===== src/rtl/itp_pkg.sv =====
// ----------------------------------------------------------------------------
// itp_pkg
// Types, codes and helpers shared by the infix to postfix converter.
// ----------------------------------------------------------------------------
package itp_pkg;

	localparam int STACK_DEPTH = 32;
	localparam int LVL_W       = $clog2(STACK_DEPTH + 1);
	localparam int ADDR_W      = $clog2(STACK_DEPTH);
	localparam int ENTRY_W     = 6;

	localparam logic [2:0] KIND_NUM   = 3'd0;
	localparam logic [2:0] KIND_OP    = 3'd1;
	localparam logic [2:0] KIND_LPAR  = 3'd2;
	localparam logic [2:0] KIND_RPAR  = 3'd3;
	localparam logic [2:0] KIND_COMMA = 3'd4;
	localparam logic [2:0] KIND_NAME  = 3'd5;
	localparam logic [2:0] KIND_END   = 3'd6;
	localparam logic [2:0] KIND_NONE  = 3'd7;
	localparam logic [2:0] KIND_START = 3'd7;

	localparam logic [2:0] OP_POW = 3'd0;
	localparam logic [2:0] OP_MUL = 3'd1;
	localparam logic [2:0] OP_DIV = 3'd2;
	localparam logic [2:0] OP_MOD = 3'd3;
	localparam logic [2:0] OP_ADD = 3'd4;
	localparam logic [2:0] OP_SUB = 3'd5;

	localparam logic [3:0] NAME_FUNC_LAST = 4'd11;
	localparam logic [3:0] NAME_PI        = 4'd12;
	localparam logic [3:0] NAME_E         = 4'd13;

	localparam logic [1:0] CLS_BIN  = 2'd0;
	localparam logic [1:0] CLS_FUNC = 2'd1;
	localparam logic [1:0] CLS_NEG  = 2'd2;
	localparam logic [1:0] CLS_LPAR = 2'd3;

	localparam logic [1:0] OUT_NUM  = 2'd0;
	localparam logic [1:0] OUT_BIN  = 2'd1;
	localparam logic [1:0] OUT_FUNC = 2'd2;
	localparam logic [1:0] OUT_NEG  = 2'd3;

	localparam logic [2:0] ERR_NONE     = 3'd0;
	localparam logic [2:0] ERR_NAME     = 3'd1;
	localparam logic [2:0] ERR_COMMA    = 3'd2;
	localparam logic [2:0] ERR_OP       = 3'd3;
	localparam logic [2:0] ERR_PAREN    = 3'd4;
	localparam logic [2:0] ERR_OVERFLOW = 3'd5;

	localparam logic [3:0] PREC_POW = 4'd8;
	localparam logic [3:0] PREC_NEG = 4'd7;
	localparam logic [3:0] PREC_MUL = 4'd6;
	localparam logic [3:0] PREC_ADD = 4'd4;

	localparam logic [63:0] PI_BITS = 64'h400921FB54442D18;
	localparam logic [63:0] E_BITS  = 64'h4005BF0A8B145769;

	typedef struct packed {
		logic [2:0]  kind;
		logic [2:0]  op_code;
		logic [3:0]  name_id;
		logic [63:0] number_bits;
	} tok_beat_t;

	typedef struct packed {
		logic [1:0]  out_kind;
		logic [2:0]  out_op;
		logic [3:0]  out_func;
		logic [63:0] out_value;
		logic [2:0]  error_code;
		logic        last;
	} pfx_beat_t;

	typedef struct packed {
		logic [1:0] cls;
		logic [3:0] code;
	} entry_t;

	typedef struct packed {
		logic pop;
		logic is_lpar;
		logic is_func;
	} cmp_res_t;

	function automatic logic [3:0] prec_of(entry_t e);
		logic [3:0] p;
		if (e.cls == CLS_NEG) begin
			p = PREC_NEG;
		end else if (e.code == {1'b0, OP_POW}) begin
			p = PREC_POW;
		end else if (e.code <= {1'b0, OP_MOD}) begin
			p = PREC_MUL;
		end else begin
			p = PREC_ADD;
		end
		return p;
	endfunction

	function automatic pfx_beat_t num_beat(logic [63:0] value);
		pfx_beat_t b;
		b = '0;
		b.out_kind  = OUT_NUM;
		b.out_value = value;
		return b;
	endfunction

	function automatic pfx_beat_t err_beat(logic [2:0] code);
		pfx_beat_t b;
		b = '0;
		b.error_code = code;
		return b;
	endfunction

	function automatic pfx_beat_t entry_beat(entry_t e);
		pfx_beat_t b;
		b = '0;
		case (e.cls)
			CLS_BIN: begin
				b.out_kind = OUT_BIN;
				b.out_op   = e.code[2:0];
			end
			CLS_FUNC: begin
				b.out_kind = OUT_FUNC;
				b.out_func = e.code;
			end
			CLS_NEG: begin
				b.out_kind = OUT_NEG;
			end
			default: begin
				b.out_kind = OUT_NUM;
			end
		endcase
		return b;
	endfunction

endpackage


===== src/rtl/itp_ram.sv =====
// ----------------------------------------------------------------------------
// itp_ram
// Generic single-port-write, single-port-read RAM with registered read.
// ----------------------------------------------------------------------------
module itp_ram #(
	parameter int WIDTH = 8,
	parameter int DEPTH = 16
) (
	input  logic                     clk,
	input  logic                     wr_en,
	input  logic [$clog2(DEPTH)-1:0] wr_addr,
	input  logic [WIDTH-1:0]         wr_data,
	input  logic                     rd_en,
	input  logic [$clog2(DEPTH)-1:0] rd_addr,
	output logic [WIDTH-1:0]         rd_data
);

	logic [WIDTH-1:0] mem_q [DEPTH];

	always_ff @(posedge clk) begin
		if (wr_en) begin
			mem_q[wr_addr] <= wr_data;
		end
		if (rd_en) begin
			rd_data <= mem_q[rd_addr];
		end
	end

endmodule


===== src/rtl/itp_cmp.sv =====
// ----------------------------------------------------------------------------
// itp_cmp
// Precedence compare unit: classifies a stack entry against the incoming
// operator and decides whether it pops.
// ----------------------------------------------------------------------------
module itp_cmp (
	input  logic [2:0]       op,
	input  itp_pkg::entry_t  entry,
	output itp_pkg::cmp_res_t res
);
	import itp_pkg::*;

	entry_t     me;
	logic [3:0] p_new;
	logic [3:0] p_top;
	logic       is_op;

	always_comb begin
		me          = '{cls: CLS_BIN, code: {1'b0, op}};
		p_new       = prec_of(me);
		p_top       = prec_of(entry);
		is_op       = (entry.cls == CLS_BIN) || (entry.cls == CLS_NEG);
		res.is_lpar = (entry.cls == CLS_LPAR);
		res.is_func = (entry.cls == CLS_FUNC);
		res.pop     = is_op && ((op == OP_POW) ? (p_new < p_top) : (p_new <= p_top));
	end

endmodule


===== src/rtl/infix_to_postfix_converter_top.sv =====
// ----------------------------------------------------------------------------
// infix_to_postfix_converter_top
// Shunting-yard converter from tokenized infix items to postfix items.
// Output: every beat is held in a pending register and moves to the output
// at the next emit or at the flush that ends the token.
// Flow: a token is taken only in ST_IDLE, and output stalls can hold it; it passes ST_DISP,
// then ST_READ (RAM read) and ST_EVAL (compare) per entry read back, ST_PUSH or ST_ERR if needed, and ST_FIN.
// Reset: stack empty, start-of-expression marker, no error; stack RAM
// contents are left as they are.
// ----------------------------------------------------------------------------
module infix_to_postfix_converter_top (
	input  logic                clk,
	input  logic                arst_n,
	input  logic                tok_valid,
	output logic                tok_stall,
	input  itp_pkg::tok_beat_t  tok,
	output logic                pfx_valid,
	input  logic                pfx_stall,
	output itp_pkg::pfx_beat_t  pfx
);
	import itp_pkg::*;

	typedef enum logic [6:0] {
		ST_IDLE = 7'b0000001,
		ST_DISP = 7'b0000010,
		ST_READ = 7'b0000100,
		ST_EVAL = 7'b0001000,
		ST_PUSH = 7'b0010000,
		ST_ERR  = 7'b0100000,
		ST_FIN  = 7'b1000000
	} state_t;

	state_t           state_q, state_d;
	logic [2:0]       kind_q;
	logic [2:0]       op_q;
	logic [3:0]       name_q;
	logic [63:0]      num_q;
	logic             ign_q;
	logic             fn_q, fn_d;
	logic [LVL_W-1:0] level_q, level_d;
	logic [LVL_W-1:0] lvl_m1;
	logic             more;
	logic [2:0]       prev_q, prev_d;
	logic             err_q, err_d;
	logic [2:0]       errc_q, errc_d;
	entry_t           push_q, push_d;

	logic             rd_en;
	logic             wr_en;
	logic [ENTRY_W-1:0] rd_data;
	entry_t           top_entry;
	cmp_res_t         cmp;

	logic             emit_req;
	pfx_beat_t        emit_beat;
	logic             emit_go;
	logic             out_free;
	logic             can_emit;
	logic             flush;
	logic             accept;

	logic             out_vld_q;
	pfx_beat_t        out_q;
	logic             pend_vld_q;
	pfx_beat_t        pend_q;
	pfx_beat_t        fin_beat;

	assign tok_stall = (state_q != ST_IDLE);
	assign accept    = tok_valid && !tok_stall;
	assign pfx_valid = out_vld_q;
	assign pfx       = out_q;
	assign out_free  = !out_vld_q || !pfx_stall;
	assign can_emit  = !pend_vld_q || out_free;
	assign emit_go   = emit_req && can_emit;
	assign flush     = (state_q == ST_FIN) && pend_vld_q && out_free;
	assign top_entry = entry_t'(rd_data);
	assign lvl_m1    = level_q - LVL_W'(1);
	assign more      = (lvl_m1 != '0);

	always_comb begin
		fin_beat      = pend_q;
		fin_beat.last = 1'b1;
	end

	itp_ram #(
		.WIDTH(ENTRY_W),
		.DEPTH(STACK_DEPTH)
	) u_stack (
		.clk    (clk),
		.wr_en  (wr_en),
		.wr_addr(level_q[ADDR_W-1:0]),
		.wr_data(ENTRY_W'(push_q)),
		.rd_en  (rd_en),
		.rd_addr(lvl_m1[ADDR_W-1:0]),
		.rd_data(rd_data)
	);

	itp_cmp u_cmp (
		.op   (op_q),
		.entry(top_entry),
		.res  (cmp)
	);

	always_comb begin
		state_d   = state_q;
		level_d   = level_q;
		prev_d    = prev_q;
		err_d     = err_q;
		errc_d    = errc_q;
		push_d    = push_q;
		fn_d      = fn_q;
		emit_req  = 1'b0;
		emit_beat = '0;
		rd_en     = 1'b0;
		wr_en     = 1'b0;
		case (state_q)
			ST_IDLE: begin
				if (accept) begin
					fn_d    = 1'b0;
					state_d = ST_DISP;
				end
			end
			ST_DISP: begin
				if (kind_q == KIND_END) begin
					state_d = (ign_q || level_q == '0) ? ST_FIN : ST_READ;
				end else if (kind_q == KIND_NONE || ign_q) begin
					state_d = ST_FIN;
				end else begin
					case (kind_q)
						KIND_NUM: begin
							emit_req  = 1'b1;
							emit_beat = num_beat(num_q);
							if (can_emit) state_d = ST_FIN;
						end
						KIND_OP: begin
							if (op_q == OP_SUB &&
							    prev_q inside {KIND_START, KIND_OP, KIND_LPAR, KIND_COMMA}) begin
								push_d  = '{cls: CLS_NEG, code: 4'd0};
								state_d = ST_PUSH;
							end else if (op_q > OP_SUB) begin
								errc_d  = ERR_OP;
								state_d = ST_ERR;
							end else begin
								push_d  = '{cls: CLS_BIN, code: {1'b0, op_q}};
								state_d = (level_q != '0) ? ST_READ : ST_PUSH;
							end
						end
						KIND_LPAR: begin
							push_d  = '{cls: CLS_LPAR, code: 4'd0};
							state_d = ST_PUSH;
						end
						KIND_RPAR: begin
							if (level_q != '0) begin
								state_d = ST_READ;
							end else begin
								errc_d  = ERR_PAREN;
								state_d = ST_ERR;
							end
						end
						KIND_COMMA: begin
							if (level_q != '0) begin
								state_d = ST_READ;
							end else begin
								errc_d  = ERR_COMMA;
								state_d = ST_ERR;
							end
						end
						KIND_NAME: begin
							if (name_q <= NAME_FUNC_LAST) begin
								push_d  = '{cls: CLS_FUNC, code: name_q};
								state_d = ST_PUSH;
							end else if (name_q == NAME_PI || name_q == NAME_E) begin
								emit_req  = 1'b1;
								emit_beat = num_beat((name_q == NAME_PI) ? PI_BITS : E_BITS);
								if (can_emit) state_d = ST_FIN;
							end else begin
								errc_d  = ERR_NAME;
								state_d = ST_ERR;
							end
						end
						default: begin
							state_d = ST_FIN;
						end
					endcase
				end
			end
			ST_READ: begin
				rd_en   = 1'b1;
				state_d = ST_EVAL;
			end
			ST_EVAL: begin
				case (kind_q)
					KIND_OP: begin
						if (cmp.pop) begin
							emit_req  = 1'b1;
							emit_beat = entry_beat(top_entry);
							if (can_emit) begin
								level_d = lvl_m1;
								state_d = more ? ST_READ : ST_PUSH;
							end
						end else begin
							state_d = ST_PUSH;
						end
					end
					KIND_RPAR: begin
						if (fn_q) begin
							if (cmp.is_func) begin
								emit_req  = 1'b1;
								emit_beat = entry_beat(top_entry);
								if (can_emit) begin
									level_d = lvl_m1;
									state_d = ST_FIN;
								end
							end else begin
								state_d = ST_FIN;
							end
						end else if (cmp.is_lpar) begin
							level_d = lvl_m1;
							fn_d    = more;
							state_d = more ? ST_READ : ST_FIN;
						end else begin
							emit_req  = 1'b1;
							emit_beat = entry_beat(top_entry);
							if (can_emit) begin
								level_d = lvl_m1;
								errc_d  = ERR_PAREN;
								state_d = more ? ST_READ : ST_ERR;
							end
						end
					end
					KIND_COMMA: begin
						if (cmp.is_lpar) begin
							state_d = ST_FIN;
						end else begin
							emit_req  = 1'b1;
							emit_beat = entry_beat(top_entry);
							if (can_emit) begin
								level_d = lvl_m1;
								errc_d  = ERR_COMMA;
								state_d = more ? ST_READ : ST_ERR;
							end
						end
					end
					KIND_END: begin
						if (cmp.is_lpar) begin
							level_d = lvl_m1;
							errc_d  = ERR_PAREN;
							state_d = ST_ERR;
						end else begin
							emit_req  = 1'b1;
							emit_beat = entry_beat(top_entry);
							if (can_emit) begin
								level_d = lvl_m1;
								state_d = more ? ST_READ : ST_FIN;
							end
						end
					end
					default: begin
						state_d = ST_FIN;
					end
				endcase
			end
			ST_PUSH: begin
				if (level_q >= LVL_W'(STACK_DEPTH)) begin
					errc_d  = ERR_OVERFLOW;
					state_d = ST_ERR;
				end else begin
					wr_en   = 1'b1;
					level_d = level_q + LVL_W'(1);
					state_d = ST_FIN;
				end
			end
			ST_ERR: begin
				emit_req  = 1'b1;
				emit_beat = err_beat(errc_q);
				if (can_emit) begin
					err_d   = 1'b1;
					state_d = ST_FIN;
				end
			end
			ST_FIN: begin
				if (can_emit) begin
					if (kind_q == KIND_END) begin
						level_d = '0;
						prev_d  = KIND_START;
						err_d   = 1'b0;
					end else if (kind_q != KIND_NONE && !ign_q) begin
						prev_d = kind_q;
					end
					state_d = ST_IDLE;
				end
			end
			default: begin
				state_d = ST_IDLE;
			end
		endcase
	end

	always_ff @(posedge clk or negedge arst_n) begin
		if (!arst_n) begin
			state_q    <= ST_IDLE;
			level_q    <= '0;
			prev_q     <= KIND_START;
			err_q      <= 1'b0;
			fn_q       <= 1'b0;
			ign_q      <= 1'b0;
			out_vld_q  <= 1'b0;
			pend_vld_q <= 1'b0;
		end else begin
			state_q <= state_d;
			level_q <= level_d;
			prev_q  <= prev_d;
			err_q   <= err_d;
			fn_q    <= fn_d;
			if (accept) begin
				ign_q <= err_q;
			end
			if ((emit_go && pend_vld_q) || flush) begin
				out_vld_q <= 1'b1;
			end else if (!pfx_stall) begin
				out_vld_q <= 1'b0;
			end
			if (emit_go) begin
				pend_vld_q <= 1'b1;
			end else if (flush) begin
				pend_vld_q <= 1'b0;
			end
		end
	end

	always_ff @(posedge clk) begin
		if (accept) begin
			kind_q <= tok.kind;
			op_q   <= tok.op_code;
			name_q <= tok.name_id;
			num_q  <= tok.number_bits;
		end
		errc_q <= errc_d;
		push_q <= push_d;
		if (emit_go) begin
			pend_q <= emit_beat;
		end
		if (emit_go && pend_vld_q) begin
			out_q <= pend_q;
		end else if (flush) begin
			out_q <= fin_beat;
		end
	end

	a_level_bound: assert property (@(posedge clk) disable iff (!arst_n)
		level_q <= LVL_W'(STACK_DEPTH))
		else $error("stack level beyond depth");

	a_push_room: assert property (@(posedge clk) disable iff (!arst_n)
		wr_en |-> level_q < LVL_W'(STACK_DEPTH))
		else $error("push into full stack");

	a_idle_flushed: assert property (@(posedge clk) disable iff (!arst_n)
		state_q == ST_IDLE |-> !pend_vld_q)
		else $error("pending beat left behind at idle");

	a_err_beat_clean: assert property (@(posedge clk) disable iff (!arst_n)
		(pfx_valid && pfx.error_code != ERR_NONE) |->
		(pfx.out_kind == OUT_NUM && pfx.out_value == '0 && pfx.out_op == '0))
		else $error("error beat carries payload");

endmodule

===== config.mk =====
export PLATFORM = sky130hd
export DESIGN_NAME = infix_to_postfix_converter_top
export DESIGN_NICKNAME = d
export VERILOG_FILES = /design/src/rtl/itp_pkg.sv /design/src/rtl/itp_ram.sv /design/src/rtl/itp_cmp.sv /design/src/rtl/infix_to_postfix_converter_top.sv
export SDC_FILE = /design/constraint.sdc
export NUM_CORES = 1
export LEC_CHECK = 0
export BUFFER_PORTS_ARGS = -buffer_cell sky130_fd_sc_hd__buf_2
export CORE_ASPECT_RATIO = 1.25
export CORE_UTILIZATION = 64
export DETAILED_ROUTE_END_ITERATION = 7
export PLACE_DENSITY_LB_ADDON = 0.12
export SETUP_SLACK_MARGIN = 0.1
export SKIP_CTS_REPAIR_TIMING = 1
export SLEW_MARGIN = 0
export SYNTH_ARGS = -nofsm -noshare
export SYNTH_HDL_FRONTEND = slang
export SYNTH_HIERARCHICAL = 1
export SYNTH_SLANG_ARGS = --single-unit

===== constraint.sdc =====
create_clock -name clk -period 18 [get_ports clk]
set_clock_uncertainty 0.2 [all_clocks]
set_input_delay 0.9 -clock clk [delete_from_list [all_inputs] [get_ports clk]]
set_output_delay 0.9 -clock clk [all_outputs]
set_load 0.01 [all_outputs]

==> results.cfg <==
[finish]
nets = 1238
synthToLayoutAreaGrowth_pct = 14.0
utilization = 0.747
antenna_cells = 0
finalNonFillerCells = 1529
design_area_sq_um = 20200
drive_gt1_frac = 0.273

[flow_run]
maxCapViolations = 0

[floorplan]
io_pins = 157
row_count = 67
start_util = 0.655
die_w_um = 151
dieArea_sq_um = 28300
core_area_sq_um = 27000
die-height_um = 188

[synth]
syn_area_sq_um = 17700
synth_cell_type_count = 72
ys_seq_area_frac = 0.767
synth_nets = 1075
ys.warnings.count = 6
synth-async-reset-ratio = 0.0462
syn_inst = 988
synth_edf_count = 434
synth-seq-cells = 455
avgSynthCellArea_sq_um = 17.9
synth_ff_type = edfxtp_1

[global_route]
grt_usage = 0.256
grt_overflow = 0
grt_pass1_wl_um = 53200
antenna_found_initial = 0
grt_pass1_vias = 9480
grt_max_degree = 78

[pwr]
p_per_area_nw_per_um2 = 132
p_leak_uw = 0.00686
vdd_ir_drop_max_mv = 0.0851
total_power_uw = 2660

[worst_setup_path]
cpMaxStageDelayCell = buf_4
slowest_delay_ps = 710
cp.buffers_inverters = 2
cp-end-kind = flop
critPathKind = reg2reg
worstSetupStartpointType = flop
startpoint = state_q[5]
cp_max_fo = 77
crit_family = simple AND/OR/NAND/NOR gates
cp.required_ps = 17960
cpMostUsedCell = buf_4
critical_path_arrival_ps = 3840
reg2reg_from = state_q[5]
crit_path_cell_trace = or4_4, or3_1, nand2b_4, nor3_1, buf_4, nor3_2, a21oi_4, buf_4

[drt]
drc = 0
viasPerCell = 6.24
firstDrtPassIters = 5
vias = 9537
ant_nets = 0
avgRoutedWirePerCell_um = 23.1
finalWirelength_um = 35400
drt_iter0_drc = 648

[clock_network]
tritoncts = built
htreeDepth = 2
cts_buffers = 43
clockBufferDepth = 3
clk_latency_ps = 540
cts_sinks = 455
cts_root_buf = clkbuf_16
clkSlewWorstSetupHoldPaths_ps = 60

[sta]
fmax_mhz = 258
tightest_slew_ps = 1210
setup_tns_ps = 0
setup_viol = 0
slew_headroom = 0.194
rsz0062_at_grt = false
finalCritPeriodShare = 0.216
hold_viol_final = 0
fin_crit_ps = 3880
final_max_slew_viol_count = 0

[min_path]
hp-class = in2async

[placement]
hpwlAfterDp_um = 22600
port_buffers = 156
place_area_sq_um = 18800
dpl.cell_count = 1451
gp_congestion = 0.882

[outcome]
status = finished clean
[area by class of cell]
cell class | count | area, sq um
clock inverter | 20 | 228
timing repair buffer | 164 | 841
clock buffer | 58 | 1160
inverter | 14 | 52.6
fill | 1568 | 6820
sequential | 455 | 13600
tap | 345 | 432
multi-input combinational | 473 | 3890
[flip-flops by register name (all words and copies together), names as in the netlist]
signal / cells
pend_vld_q: 1
pfx: 77
push_q: 6
errc_q: 3
u_stack/rd_data: 6
err_q: 1
ign_q: 1
state_q: 7
prev_q: 3
op_q: 3
pfx_valid: 1
kind_q: 3
name_q: 4
fin_beat: 76
fn_q: 1
num_q: 64
level_q: 6
u_stack/mem_q: 192
[power breakdown]
part           switching [uW]  internal (uW)  leakage, uW  total [uW]
clock network             368            513     0.000670         881
logic                     261            207      0.00189         468
registers                58.1           1260      0.00430        1310
total                     687           1980      0.00686        2660
[cell families after synthesis]
| logic type | Yosys count | synth area share |
|---|---|---|
| buffers and inverters | 60 | 0.0147 |
| adder cells (fa/ha/maj) | 9 | 0.00637 |
| AND/OR/NAND/NOR | 236 | 0.0703 |
| AO/OA/AOI/OAI | 149 | 0.0547 |
| multiplexers | 70 | 0.0828 |
| XOR/XNOR | 9 | 0.00446 |
| flip-flops | 455 | 0.767 |
[metal layers]
| metal | up-vias | share of wire | global-route usage |
|---|---|---|---|
| met5 | - | 0 | 0 |
| met4 | 0 | 0.037 | 0.110 |
| met3 | 91 | 0.075 | 0.0438 |
| met2 | 400 | 0.50 | 0.419 |
| met1 | 4825 | 0.39 | 0.342 |
| li1 | 4221 | - | - |
[cell usage after synthesis (7+ instances only)]
cell / count / area share
and2_1: 30 / 0.011
ha_1: 9 / 0.0064
o21ai_0: 18 / 0.0051
nand3b_1: 7 / 0.0030
dfrtp_1: 17 / 0.024
nand2b_1: 7 / 0.0025
mux4_2: 60 / 0.076
nand2_1: 62 / 0.013
and3_1: 14 / 0.0050
a21oi_1: 59 / 0.017
a31oi_1: 7 / 0.0025
nor3_1: 9 / 0.0025
o21a_1: 14 / 0.0059
nand3_1: 10 / 0.0028
nor2_1: 60 / 0.013
inv_1: 14 / 0.0030
mux2_2: 10 / 0.0064
clkbuf_1: 35 / 0.0074
edfxtp_1: 434 / 0.74
[placed cells by master, fill, tap and decap left out, types with 14 or more instances in the layout]
| cell | instances |
|---|---|
| a21oi_1 | 58 |
| and2_1 | 30 |
| and3_1 | 14 |
| buf_2 | 156 |
| clkbuf_16 | 43 |
| dfrtp_1 | 17 |
| edfxtp_1 | 434 |
| mux4_2 | 60 |
| nand2_1 | 62 |
| nor2_1 | 59 |
| o21a_1 | 14 |
| o21ai_0 | 18 |
[path summary, 6_finish.rpt]
path	end	slack, ps	depth (start not counted)
hold reg to reg	pfx[23]	210	0
setup reg to reg	pfx[71]	14120	8
hold / removal	level_q[2]	140	1
min in group clk	pfx[23]	210	0
max in group asynchronous	state_q[0]	17080	1
setup / recovery	pfx[71]	14120	8
[stage by stage]
step / hold WS (ps) / setup slack [ps]
finish: 139 / 14120
CTS: 135 / 14120
global placement: 201 / 14170
detailed placement: 205 / 14120
global route: 167 / 13930
floorplan: 200 / 11560
Note: power is estimated with default switching activity, not from simulation.
